===== config.mk =====
export PLATFORM = sky130hd
export DESIGN_NAME = bulk_segment_directory_checker_top_flat
export DESIGN_NICKNAME = d
export VERILOG_FILES = /design/src/design/bsdc_pkg.sv /design/src/design/bsdc_in_if.sv /design/src/design/bsdc_out_if.sv /design/src/design/bulk_segment_directory_checker_top.sv /design/src/flat_wrapper.sv
export SDC_FILE = /design/constraint.sdc
export NUM_CORES = 2
export LEC_CHECK = 0
export BUFFER_PORTS_ARGS = -buffer_cell sky130_fd_sc_hd__buf_2
export CELL_PAD_IN_SITES_DETAIL_PLACEMENT = 1
export CELL_PAD_IN_SITES_GLOBAL_PLACEMENT = 2
export CORE_UTILIZATION = 42
export CTS_CLUSTER_SIZE = 16
export DETAILED_ROUTE_END_ITERATION = 12
export PLACE_DENSITY_LB_ADDON = 0.1
export SLEW_MARGIN = 20
export SYNTH_ARGS = -nofsm -noshare
export SYNTH_HDL_FRONTEND = slang
export SYNTH_SLANG_ARGS = --single-unit

===== constraint.sdc =====
create_clock -name clk_i -period 19.56 [get_ports clk_i]
set_input_delay 3.912 -clock clk_i [delete_from_list [all_inputs] [get_ports clk_i]]
set_output_delay 3.912 -clock clk_i [all_outputs]
set_load 0.02 [all_outputs]

===== src/design/bsdc_pkg.sv =====
`timescale 1ns / 1ps

package bsdc_pkg;

  // Item kinds carried in the op field
  typedef enum logic [1:0] {
    OP_HEADER = 2'd0,
    OP_ENTRY  = 2'd1,
    OP_END    = 2'd2
  } op_e;

  // Result status codes
  typedef enum logic [3:0] {
    ST_OK        = 4'd0,
    ST_FLAGS     = 4'd1,
    ST_SEG_LIMIT = 4'd2,
    ST_DIGEST    = 4'd3,
    ST_COUNT     = 4'd4,
    ST_INDEX     = 4'd5,
    ST_STORAGE   = 4'd6,
    ST_ID        = 4'd7,
    ST_INLINE    = 4'd8,
    ST_PLACEMENT = 4'd9,
    ST_EXTERNAL  = 4'd10,
    ST_RANGE     = 4'd11,
    ST_FINAL     = 4'd12
  } status_e;

  // Configuration register indexes
  typedef enum logic [1:0] {
    CFG_MAX_SEGMENT_BYTES  = 2'd0,
    CFG_MAX_FIELD_COUNT    = 2'd1,
    CFG_INLINE_SIZE_LIMIT  = 2'd2,
    CFG_EXTERNAL_ALIGNMENT = 2'd3
  } cfg_idx_e;

  // Entry placement codes
  localparam logic [7:0] PlaceInline   = 8'd0;
  localparam logic [7:0] PlaceExternal = 8'd1;

  // Configuration reset values
  localparam logic [63:0] MaxSegmentBytesRst  = 64'd1073741824;
  localparam logic [16:0] MaxFieldCountRst    = 17'd65536;
  localparam logic [63:0] InlineSizeLimitRst  = 64'd4096;
  localparam logic [31:0] ExternalAlignRst    = 32'd16;

  // Hard ceiling on the directory entry count
  localparam logic [32:0] MaxEntries = 33'd65536;

  // Entry counter saturation value
  localparam logic [16:0] EntriesSeenMax = 17'h1FFFF;

endpackage


===== src/design/bsdc_in_if.sv =====
`timescale 1ns / 1ps

interface bsdc_in_if;
  logic        valid;
  logic        ready;
  logic [1:0]  op;
  logic [31:0] flags;
  logic [63:0] extent;
  logic        digest_zero;
  logic [31:0] entry_count;
  logic [31:0] field_number;
  logic [63:0] stored_size;
  logic [63:0] logical_size;
  logic        content_id_zero;
  logic [7:0]  placement;
  logic [63:0] segment_offset;
  logic [31:0] alignment;

  modport source (
    output valid, op, flags, extent, digest_zero, entry_count, field_number,
           stored_size, logical_size, content_id_zero, placement,
           segment_offset, alignment,
    input  ready
  );

  modport sink (
    input  valid, op, flags, extent, digest_zero, entry_count, field_number,
           stored_size, logical_size, content_id_zero, placement,
           segment_offset, alignment,
    output ready
  );
endinterface


===== src/design/bsdc_out_if.sv =====
`timescale 1ns / 1ps

interface bsdc_out_if;
  logic        valid;
  logic        ready;
  logic [3:0]  status;
  logic [15:0] error_entry;
  logic        finished;

  modport source (
    output valid, status, error_entry, finished,
    input  ready
  );

  modport sink (
    input  valid, status, error_entry, finished,
    output ready
  );
endinterface


===== src/design/bulk_segment_directory_checker_top.sv =====
`timescale 1ns / 1ps

// Each accepted input transaction is captured in the input register, then checked into
// the result register; the check logic sits between the two registers.
// Throughput: one transaction per cycle while the result side is not stalled.
// Reset: rst_ni clears all handshake and directory state at once and restores
// the configuration registers to their defaults.
module bulk_segment_directory_checker_top (
  input  logic              clk_i,
  input  logic              rst_ni,
  input  logic              cfg_we_i,
  input  logic [1:0]        cfg_idx_i,
  input  logic [63:0]       cfg_data_i,
  bsdc_in_if.sink           in_i,
  bsdc_out_if.source        out_o
);

  // Configuration registers
  logic [63:0] max_seg_q;
  logic [16:0] max_fc_q;
  logic [63:0] inline_lim_q;
  logic [31:0] ext_align_q;

  // Input register
  logic        s1_valid_q;
  logic [1:0]  op_q;
  logic [31:0] flags_q;
  logic [63:0] extent_q;
  logic        digest_zero_q;
  logic [31:0] entry_count_q;
  logic [31:0] field_number_q;
  logic [63:0] stored_q;
  logic [63:0] logical_q;
  logic        id_zero_q;
  logic [7:0]  place_q;
  logic [63:0] offset_q;
  logic [31:0] align_q;

  // Directory state
  logic [3:0]  latched_q, latched_d;
  logic [15:0] failing_q, failing_d;
  logic [16:0] seen_q, seen_d;
  logic [63:0] prev_end_q, prev_end_d;
  logic        saw_ext_q, saw_ext_d;
  logic [63:0] seg_ext_q, seg_ext_d;

  // Result register
  logic        out_valid_q;
  logic [3:0]  status_q;
  logic [15:0] err_entry_q;
  logic        finished_q, finished_d;

  logic        advance;
  logic        in_accept;
  logic        in_ready;

  assign advance   = s1_valid_q && (!out_valid_q || out_o.ready);
  assign in_ready  = !s1_valid_q || advance;
  assign in_i.ready = in_ready;
  assign in_accept = in_i.valid && in_ready;

  // Write configuration registers
  always_ff @(posedge clk_i or negedge rst_ni) begin
    if (!rst_ni) begin
      max_seg_q    <= bsdc_pkg::MaxSegmentBytesRst;
      max_fc_q     <= bsdc_pkg::MaxFieldCountRst;
      inline_lim_q <= bsdc_pkg::InlineSizeLimitRst;
      ext_align_q  <= bsdc_pkg::ExternalAlignRst;
    end else if (cfg_we_i) begin
      unique case (cfg_idx_i)
        bsdc_pkg::CFG_MAX_SEGMENT_BYTES:  max_seg_q    <= cfg_data_i;
        bsdc_pkg::CFG_MAX_FIELD_COUNT:    max_fc_q     <= cfg_data_i[16:0];
        bsdc_pkg::CFG_INLINE_SIZE_LIMIT:  inline_lim_q <= cfg_data_i;
        bsdc_pkg::CFG_EXTERNAL_ALIGNMENT: ext_align_q  <= cfg_data_i[31:0];
        default: ;
      endcase
    end
  end

  // Hold the input valid flag
  always_ff @(posedge clk_i or negedge rst_ni) begin
    if (!rst_ni) begin
      s1_valid_q <= 1'b0;
    end else if (in_accept) begin
      s1_valid_q <= 1'b1;
    end else if (advance) begin
      s1_valid_q <= 1'b0;
    end
  end

  // Capture the input payload
  always_ff @(posedge clk_i) begin
    if (in_accept) begin
      op_q           <= in_i.op;
      flags_q        <= in_i.flags;
      extent_q       <= in_i.extent;
      digest_zero_q  <= in_i.digest_zero;
      entry_count_q  <= in_i.entry_count;
      field_number_q <= in_i.field_number;
      stored_q       <= in_i.stored_size;
      logical_q      <= in_i.logical_size;
      id_zero_q      <= in_i.content_id_zero;
      place_q        <= in_i.placement;
      offset_q       <= in_i.segment_offset;
      align_q        <= in_i.alignment;
    end
  end

  // Header checks
  logic [3:0] hdr_status;
  always_comb begin
    if (flags_q != 32'd0) begin
      hdr_status = bsdc_pkg::ST_FLAGS;
    end else if (extent_q > max_seg_q) begin
      hdr_status = bsdc_pkg::ST_SEG_LIMIT;
    end else if ((extent_q == 64'd0) != digest_zero_q) begin
      hdr_status = bsdc_pkg::ST_DIGEST;
    end else if ((entry_count_q > {15'd0, max_fc_q}) ||
                 ({1'b0, entry_count_q} > bsdc_pkg::MaxEntries)) begin
      hdr_status = bsdc_pkg::ST_COUNT;
    end else begin
      hdr_status = bsdc_pkg::ST_OK;
    end
  end

  // Entry checks
  logic [31:0] low_mask;
  logic [63:0] expected_off;
  logic [63:0] room;
  logic [63:0] ext_end;
  logic        align_pow2;
  logic        ext_bad;
  logic        range_bad;
  logic [3:0]  ent_status;

  assign low_mask     = align_q - 32'd1;
  assign expected_off = (prev_end_q + {32'd0, low_mask}) & ~{32'd0, low_mask};
  assign room         = seg_ext_q - offset_q;
  assign ext_end      = offset_q + stored_q;
  assign align_pow2   = (align_q != 32'd0) && ((align_q & low_mask) == 32'd0);
  assign ext_bad      = (stored_q <= inline_lim_q) || (align_q != ext_align_q) ||
                        !align_pow2 || ((offset_q[31:0] & low_mask) != 32'd0) ||
                        (offset_q != expected_off);
  assign range_bad    = (offset_q > seg_ext_q) || (stored_q > room);

  always_comb begin
    if (field_number_q != ({15'd0, seen_q} + 32'd1)) begin
      ent_status = bsdc_pkg::ST_INDEX;
    end else if ((flags_q != 32'd0) || (stored_q != logical_q)) begin
      ent_status = bsdc_pkg::ST_STORAGE;
    end else if (id_zero_q) begin
      ent_status = bsdc_pkg::ST_ID;
    end else if (place_q == bsdc_pkg::PlaceInline) begin
      if ((offset_q != 64'd0) || (align_q != 32'd1) || (stored_q > inline_lim_q)) begin
        ent_status = bsdc_pkg::ST_INLINE;
      end else begin
        ent_status = bsdc_pkg::ST_OK;
      end
    end else if (place_q != bsdc_pkg::PlaceExternal) begin
      ent_status = bsdc_pkg::ST_PLACEMENT;
    end else if (ext_bad) begin
      ent_status = bsdc_pkg::ST_EXTERNAL;
    end else if (range_bad) begin
      ent_status = bsdc_pkg::ST_RANGE;
    end else begin
      ent_status = bsdc_pkg::ST_OK;
    end
  end

  // Next directory state for the item in the input register
  always_comb begin
    latched_d  = latched_q;
    failing_d  = failing_q;
    seen_d     = seen_q;
    prev_end_d = prev_end_q;
    saw_ext_d  = saw_ext_q;
    seg_ext_d  = seg_ext_q;
    finished_d = 1'b0;
    unique case (op_q)
      bsdc_pkg::OP_HEADER: begin
        failing_d  = 16'd0;
        seen_d     = 17'd0;
        prev_end_d = 64'd0;
        saw_ext_d  = 1'b0;
        seg_ext_d  = extent_q;
        latched_d  = hdr_status;
      end
      bsdc_pkg::OP_ENTRY: begin
        if (latched_q == bsdc_pkg::ST_OK) begin
          if (ent_status != bsdc_pkg::ST_OK) begin
            latched_d = ent_status;
            failing_d = seen_q[15:0];
          end else if (place_q == bsdc_pkg::PlaceExternal) begin
            prev_end_d = ext_end;
            saw_ext_d  = 1'b1;
          end
          if (seen_q != bsdc_pkg::EntriesSeenMax) begin
            seen_d = seen_q + 17'd1;
          end
        end
      end
      bsdc_pkg::OP_END: begin
        finished_d = 1'b1;
        if (latched_q == bsdc_pkg::ST_OK) begin
          if (saw_ext_q ? (prev_end_q != seg_ext_q) : (seg_ext_q != 64'd0)) begin
            latched_d = bsdc_pkg::ST_FINAL;
            failing_d = 16'd0;
          end
        end
      end
      default: ;
    endcase
  end

  // Advance directory state
  always_ff @(posedge clk_i or negedge rst_ni) begin
    if (!rst_ni) begin
      latched_q  <= bsdc_pkg::ST_OK;
      failing_q  <= 16'd0;
      seen_q     <= 17'd0;
      prev_end_q <= 64'd0;
      saw_ext_q  <= 1'b0;
      seg_ext_q  <= 64'd0;
    end else if (advance) begin
      latched_q  <= latched_d;
      failing_q  <= failing_d;
      seen_q     <= seen_d;
      prev_end_q <= prev_end_d;
      saw_ext_q  <= saw_ext_d;
      seg_ext_q  <= seg_ext_d;
    end
  end

  // Hold the result valid flag until the transaction is taken
  always_ff @(posedge clk_i or negedge rst_ni) begin
    if (!rst_ni) begin
      out_valid_q <= 1'b0;
    end else if (advance) begin
      out_valid_q <= 1'b1;
    end else if (out_o.ready) begin
      out_valid_q <= 1'b0;
    end
  end

  // Load the result payload
  always_ff @(posedge clk_i) begin
    if (advance) begin
      status_q    <= latched_d;
      err_entry_q <= failing_d;
      finished_q  <= finished_d;
    end
  end

  assign out_o.valid       = out_valid_q;
  assign out_o.status      = status_q;
  assign out_o.error_entry = err_entry_q;
  assign out_o.finished    = finished_q;

endmodule


===== src/flat_wrapper.sv =====
// flat-port wrapper written by rule: the top's interface ports become plain ports
module bulk_segment_directory_checker_top_flat 
  (clk_i, rst_ni, cfg_we_i, cfg_idx_i, cfg_data_i, in_i_valid, in_i_op, in_i_flags, in_i_extent, in_i_digest_zero, in_i_entry_count, in_i_field_number, in_i_stored_size, in_i_logical_size, in_i_content_id_zero, in_i_placement, in_i_segment_offset, in_i_alignment, in_i_ready, out_o_valid, out_o_status, out_o_error_entry, out_o_finished, out_o_ready);
  bsdc_in_if in_i_i ();
  bsdc_out_if out_o_i ();
  input  logic clk_i;
  input  logic rst_ni;
  input  logic cfg_we_i;
  input  logic [1:0] cfg_idx_i;
  input  logic [63:0] cfg_data_i;
  input wire logic [$bits(in_i_i.valid)-1:0] in_i_valid;
  input wire logic [$bits(in_i_i.op)-1:0] in_i_op;
  input wire logic [$bits(in_i_i.flags)-1:0] in_i_flags;
  input wire logic [$bits(in_i_i.extent)-1:0] in_i_extent;
  input wire logic [$bits(in_i_i.digest_zero)-1:0] in_i_digest_zero;
  input wire logic [$bits(in_i_i.entry_count)-1:0] in_i_entry_count;
  input wire logic [$bits(in_i_i.field_number)-1:0] in_i_field_number;
  input wire logic [$bits(in_i_i.stored_size)-1:0] in_i_stored_size;
  input wire logic [$bits(in_i_i.logical_size)-1:0] in_i_logical_size;
  input wire logic [$bits(in_i_i.content_id_zero)-1:0] in_i_content_id_zero;
  input wire logic [$bits(in_i_i.placement)-1:0] in_i_placement;
  input wire logic [$bits(in_i_i.segment_offset)-1:0] in_i_segment_offset;
  input wire logic [$bits(in_i_i.alignment)-1:0] in_i_alignment;
  output wire logic [$bits(in_i_i.ready)-1:0] in_i_ready;
  output wire logic [$bits(out_o_i.valid)-1:0] out_o_valid;
  output wire logic [$bits(out_o_i.status)-1:0] out_o_status;
  output wire logic [$bits(out_o_i.error_entry)-1:0] out_o_error_entry;
  output wire logic [$bits(out_o_i.finished)-1:0] out_o_finished;
  input wire logic [$bits(out_o_i.ready)-1:0] out_o_ready;
  assign in_i_i.valid = in_i_valid;
  assign in_i_i.op = in_i_op;
  assign in_i_i.flags = in_i_flags;
  assign in_i_i.extent = in_i_extent;
  assign in_i_i.digest_zero = in_i_digest_zero;
  assign in_i_i.entry_count = in_i_entry_count;
  assign in_i_i.field_number = in_i_field_number;
  assign in_i_i.stored_size = in_i_stored_size;
  assign in_i_i.logical_size = in_i_logical_size;
  assign in_i_i.content_id_zero = in_i_content_id_zero;
  assign in_i_i.placement = in_i_placement;
  assign in_i_i.segment_offset = in_i_segment_offset;
  assign in_i_i.alignment = in_i_alignment;
  assign in_i_ready = in_i_i.ready;
  assign out_o_valid = out_o_i.valid;
  assign out_o_status = out_o_i.status;
  assign out_o_error_entry = out_o_i.error_entry;
  assign out_o_finished = out_o_i.finished;
  assign out_o_i.ready = out_o_ready;
  bulk_segment_directory_checker_top u_core (.clk_i(clk_i), .rst_ni(rst_ni), .cfg_we_i(cfg_we_i), .cfg_idx_i(cfg_idx_i), .cfg_data_i(cfg_data_i), .in_i(in_i_i), .out_o(out_o_i));
endmodule

* Word-level counts from Yosys, hierarchy flattened
Index checks and enable logic that the tools add are counted.
Storage, ports and cells: register bits 762, latch bits 0, RAM bits 0, bits in read-only memories 0, output and inout bits 23, logic and storage cells 141, memories 0
Operators by class: add/sub/neg operators 6, multiply operators 0, div/mod/pow operators 0, magnitude comparators 7, eq/ne operators 19, shifts and indexed selects 0, multiplexer cells 39, bitwise logic cells 4, reductions and logical operators 39
Operator list (number):
- $gt 64x64->1 | 4
- $mux 64 | 3
- $ne 64x64->1 | 3
- $pmux 64 s2 | 1
- $reduce_bool 64->1 | 2
- $reduce_bool 32->1 | 3
- $add 64x32->64 | 1
- $add 64x64->64 | 1
- $and 32x32->32 | 2
- $and 64x64->64 | 1
- $le 64x64->1 | 1
- $logic_not 64->1 | 1
- $mux 16 | 4
- $ne 32x32->1 | 2
- $not 32->64 | 1
- $sub 64x64->64 | 1
- $mux 4 | 15
- $pmux 16 s3 | 1
- $mux 17 | 2
- $pmux 17 s2 | 1
- $gt 32x17->1 | 1
- $gt 32x17->1 const B | 1
- $logic_not 32->1 | 1
- $ne 32x1->1 const B | 1
- other kinds (26) | 60

* Longest topological paths before layout
word-level depth 18, gate-level depth with buffers 33

* Worst setup path before layout
No wires, ideal clock.
path type input-to-reg, from input port out_o_ready, to register u_core.align_q[0], enable pin, arrival 13.158 ns, slack 5.594 ns, cell stages on the path 2, path buffers 0, cell sequence nand3b_1 and2_1
On the way: cells in the longest elaborated chain, start to end 4
RTL lines:
- start: declaration | RTL line flat_wrapper.sv:29 | input wire logic [$bits(out_o_i.ready)-1:0] out_o_ready;
- $logic_or 1x1->1 | RTL line bulk_segment_directory_checker_top.sv:57 | assign advance = s1_valid_q && (!out_valid_q || out_o.ready);
- $logic_and 1x1->1 | RTL line bulk_segment_directory_checker_top.sv:57
- $logic_or 1x1->1 | RTL line bulk_segment_directory_checker_top.sv:58 | assign in_ready = !s1_valid_q || advance;
- $logic_and 1x1->1 | RTL line bulk_segment_directory_checker_top.sv:60 | assign in_accept = in_i.valid && in_ready;
- named net u_core.in_accept | RTL line bulk_segment_directory_checker_top.sv:54 | logic in_accept;
- end signal: assignment | RTL line bulk_segment_directory_checker_top.sv:105 | align_q <= in_i.alignment;
- end: declaration | RTL line bulk_segment_directory_checker_top.sv:37 | logic [31:0] align_q;
The timed path passes the listed nets, and every way through them passes these cells. A chain may end at the register's enable or synchronous reset.

* Final worst setup path
from register u_core.align_q[2], to register u_core.prev_end_q[40]
On the way: cells in the longest elaborated chain, start to end 17
RTL lines:
- branches (longest 10 deep; another with $add 64x32->64)
- $mux 4 (*) | RTL line bulk_segment_directory_checker_top.sv:153 | end else if (place_q == bsdc_pkg::PlaceInline) begin
- $mux 4 (*) | RTL line bulk_segment_directory_checker_top.sv:151 | end else if (id_zero_q) begin
- $mux 4 (*) | RTL line bulk_segment_directory_checker_top.sv:149 | end else if ((flags_q != 32'd0) || (stored_q != logical_q)) begin
- $mux 4 (*) | RTL line bulk_segment_directory_checker_top.sv:147 | if (field_number_q != ({15'd0, seen_q} + 32'd1)) begin
- $reduce_bool 4->1 (*) | RTL line bulk_segment_directory_checker_top.sv:190 | if (ent_status != bsdc_pkg::ST_OK) begin
- $ne 2x2->1 (no source line) (*)
- $reduce_and 5->1 (no source line) (*)
- end signal: assignment | RTL line bulk_segment_directory_checker_top.sv:228 | prev_end_q <= prev_end_d;
- end: declaration | RTL line bulk_segment_directory_checker_top.sv:43 | logic [63:0] prev_end_q, prev_end_d;
Mark *: on every way between the ends.

==> metrics.txt <==
Max-slew headroom=29.7%; Slew @ Worst Pin=1.04 ns; RSZ-0062 raised after global routing=false; Clk pwr share=between 30 and 40%; die area=111000 um2; Flop pwr share=40.2%; nets=5658; Pwr Density=99.3 nW/um2; Worst Setup Start Kind=register; mean post-synth cell area=10.7 um2; Port Buffer Count=roughly 490; CP Max Fanout=64; CTS tree=yes; Post-Syn Area=45900 um2; Die W=about 330 um; CTS H-tree depth=3; Hold Buf Count CTS=0; fraction of layout instances using a drive strength above 1=18.4%; setup TNS=0 ns; DR iter-0 viols=3702; routability-driven placement congestion ratio=1.00; Pleak=0.0226 uW; worst hold path type=register to register; first-pass GRT wire length=277 mm; DR pass1 iterations=5; Root Driver=clkbuf_16; net switching power=between 1500 and 2000 uW; Mapped Nets=between 5000 and 6000; num ports=490; post-synthesis sequential area ratio=46.1%; drc violations=0; later-pin clock latency in the skew report=0.71 ns; synth warn=0; hpwl dp=~160 mm; clk sinks=762; Tmin final=9.05 ns; core region area=108000 um2; max-cap violations=0; CP arrival=~9.7 ns; DRT Wirelength=a little under 200 mm; P&R area growth vs syn=15.6%; Async SR Flop Fraction=approximately 45%; Std-Cell Rows=120; commonest non-fill, non-tap cell in the layout=buf_2; Hold WS=0.504 ns; final worst path period share=about 46%; initial antenna violation count=20; internal power=3480 uW; clk buf depth=3; Sw Ratio=33.9%; Combinational Power Share=25.9%; most frequent cells in the layout=488 x buf_2, 417 x edfxtp_1, 403 x ha_1, 341 x dfrtp_1, 321 x inv_1; Peak Freq=about 110 MHz; flops & latches, synth=approximately 760; final hold violation count=0; clock slew at reported path FFs=0.06 ns; Setup Skew=around 0.052 ns; post-CTS setup buffer count=0; Die Y=333 um; status=complete, no violations; register area=21200 um2; Num CTS Buffers=89; vias in the first global route=38704; Mapped Cells=4273; max-slew violation count=0; post-route ant nets=0; Max VDD drop=81.9 uV; Vias/cell=between 6 and 7; ys flop type=edfxtp_1; largest net degree at the start of global routing=154; Finish-stage setup viols=0; vias=~39000; Starting Density=a little over two fifths; Layout fillers=11778; Crit Path Class=register to register; WL/cell=roughly 31 um; Critical Path End Type=register; Crit path required time=20.16 ns; EDFF count, synth=417; area used by multi-input combinational logic=23000 um2; total global-route track usage=34.8%; distinct cell type count after synthesis=88; Congestion Overflow GR=0; Resized cells post-CTS=0
## sequential cells by signal, indices dropped and copies added (netlist names), 4 cells and up
name and cells:
u_core.prev_end_q 64, u_core.latched_q 4, u_core.max_seg_q 64, u_core.field_number_q 32
u_core.ext_align_q 32, u_core.entry_count_q 32, u_core.out_o.error_entry 16, u_core.flags_q 32
u_core.seen_q 17, u_core.inline_lim_q 64, u_core.failing_q 16, u_core.stored_q 64
u_core.offset_q 64, u_core.logical_q 64, u_core.extent_q 64, u_core.align_q 32
u_core.place_q 8, u_core.out_o.status 4, u_core.seg_ext_q 64, u_core.max_fc_q 17
## final cells by class
type / instances / share of cell area [%]
diodes: 5 / 0.0236
multi-input cells: 3086 / 43.4
flip-flops and latches: 762 / 39.9
well taps: 1403 / 3.31
inverters: 322 / 2.28
clock inverters: 52 / 1.29
clock buffers: 115 / 4.67
repair buffers: 524 / 5.17
## power by group through the flow
stage	clock network (uW)	registers [uW]	logic, uW
3_3_place_gp	0	2130	1310
6_report	1790	2120	1360
2_1_floorplan	0	2020	916
4_1_cts	1810	2110	1350
5_1_grt	1860	2120	1500
3_5_place_dp	0	2140	1330
## metal layers
metal | up-vias | part of all wire [%] | routed length [um] | GRT usage, %
met3 | 314 | 7.2 | 14000 | 4.74
met5 | - | 0.033 | 64 | 0
met1 | 19637 | 44 | 86600 | 49.5
met2 | 1598 | 45 | 86900 | 54.1
li1 | 16960 | - | - | -
met4 | 12 | 3.9 | 7610 | 12.5
## cell families (layout without fill, tap and decap cells)
| family | after synthesis | after routing | synth area share [%] |
|---|---|---|---|
| buffers and inverters | 425 | 1013 | 3.78 |
| flip-flops | 762 | 762 | 46.1 |
| AND/OR/NAND/NOR | 1121 | 1121 | 12.8 |
| adder cells (fa/ha/maj) | 406 | 406 | 11.1 |
| XOR/XNOR | 360 | 360 | 6.87 |
| multiplexers | 201 | 201 | 4.88 |
| other | 0 | 5 | 0 |
| AO/OA/AOI/OAI | 998 | 998 | 14.4 |
## metrics by stage
step	util [%]	std cells	setup WS, ns	total power (uW)	area (um2)
finish	49.3	6269	10.51	5270	53100
global route	49.3	6268	10.14	5480	53100
CTS	49.3	6264	10.78	5270	53000
detailed placement	46.3	6097	10.81	3470	49900
global placement	46.3	6097	10.97	3440	49900
floorplan	-	4273	5.59	2940	45900
## Yosys cell counts (45+ instances only)
cell type	count	share of area [%]
edfxtp_1	417	27
ha_1	403	11
dfrtp_1	341	19
inv_1	321	2.6
nand2_1	266	2.2
a21oi_1	248	2.7
xnor2_1	233	4.4
o21ai_0	226	2.5
mux2_2	182	4.5
nor2_1	176	1.4
nand4_1	142	1.9
xor2_1	127	2.4
a21o_1	122	2.0
nor4_1	122	1.7
nand3_1	91	0.99
a22o_1	65	1.2
nor3_1	65	0.71
nor2b_1	58	0.79
clkbuf_1	55	0.45
nand2b_1	50	0.68
o2bb2ai_1	45	0.86
## worst max-delay path, stage by stage (launching register included)
cell	delay, ns
edfxtp_1	0.47
nor3_1	0.52
nand4b_1	0.25
or3_1	0.43
nor3_1	0.46
inv_1	0.12
or2_2	0.31
ha_1	0.44
inv_1	0.11
ha_1	0.47
and4_1	0.42
nand2_1	0.14
nor4b_1	0.46
a211oi_1	0.19
a211oi_1	0.78
nand4_1	0.22
xnor2_1	0.18
nor4_1	0.42
nand4_1	0.15
or4_1	0.48
nor4_4	0.59
nand4b_4	0.21
nor3_4	0.16
buf_4	0.62
a22o_1	0.24
## worst paths after layout
path	startpoint	to	slack [ns]	cells past startpoint
setup / recovery	u_core.align_q[2]$_DFFE_PP_	u_core.prev_end_q[40]$_DFFE_PN0P_	10.51	24
hold / removal	u_core.s1_valid_q$_DFFE_PN0P_	u_core.out_o.valid$_DFFE_PN0P_	0.50	1
setup reg to reg	u_core.align_q[2]$_DFFE_PP_	u_core.prev_end_q[40]$_DFFE_PN0P_	10.51	24
hold reg to reg	u_core.s1_valid_q$_DFFE_PN0P_	u_core.out_o.valid$_DFFE_PN0P_	0.50	1
max in group asynchronous	rst_ni	u_core.prev_end_q[9]$_DFFE_PN0P_	13.95	3
min in group asynchronous	rst_ni	u_core.max_seg_q[43]$_DFFE_PN0P_	3.18	1
No activity file was read; power rests on OpenSTA's default activity.
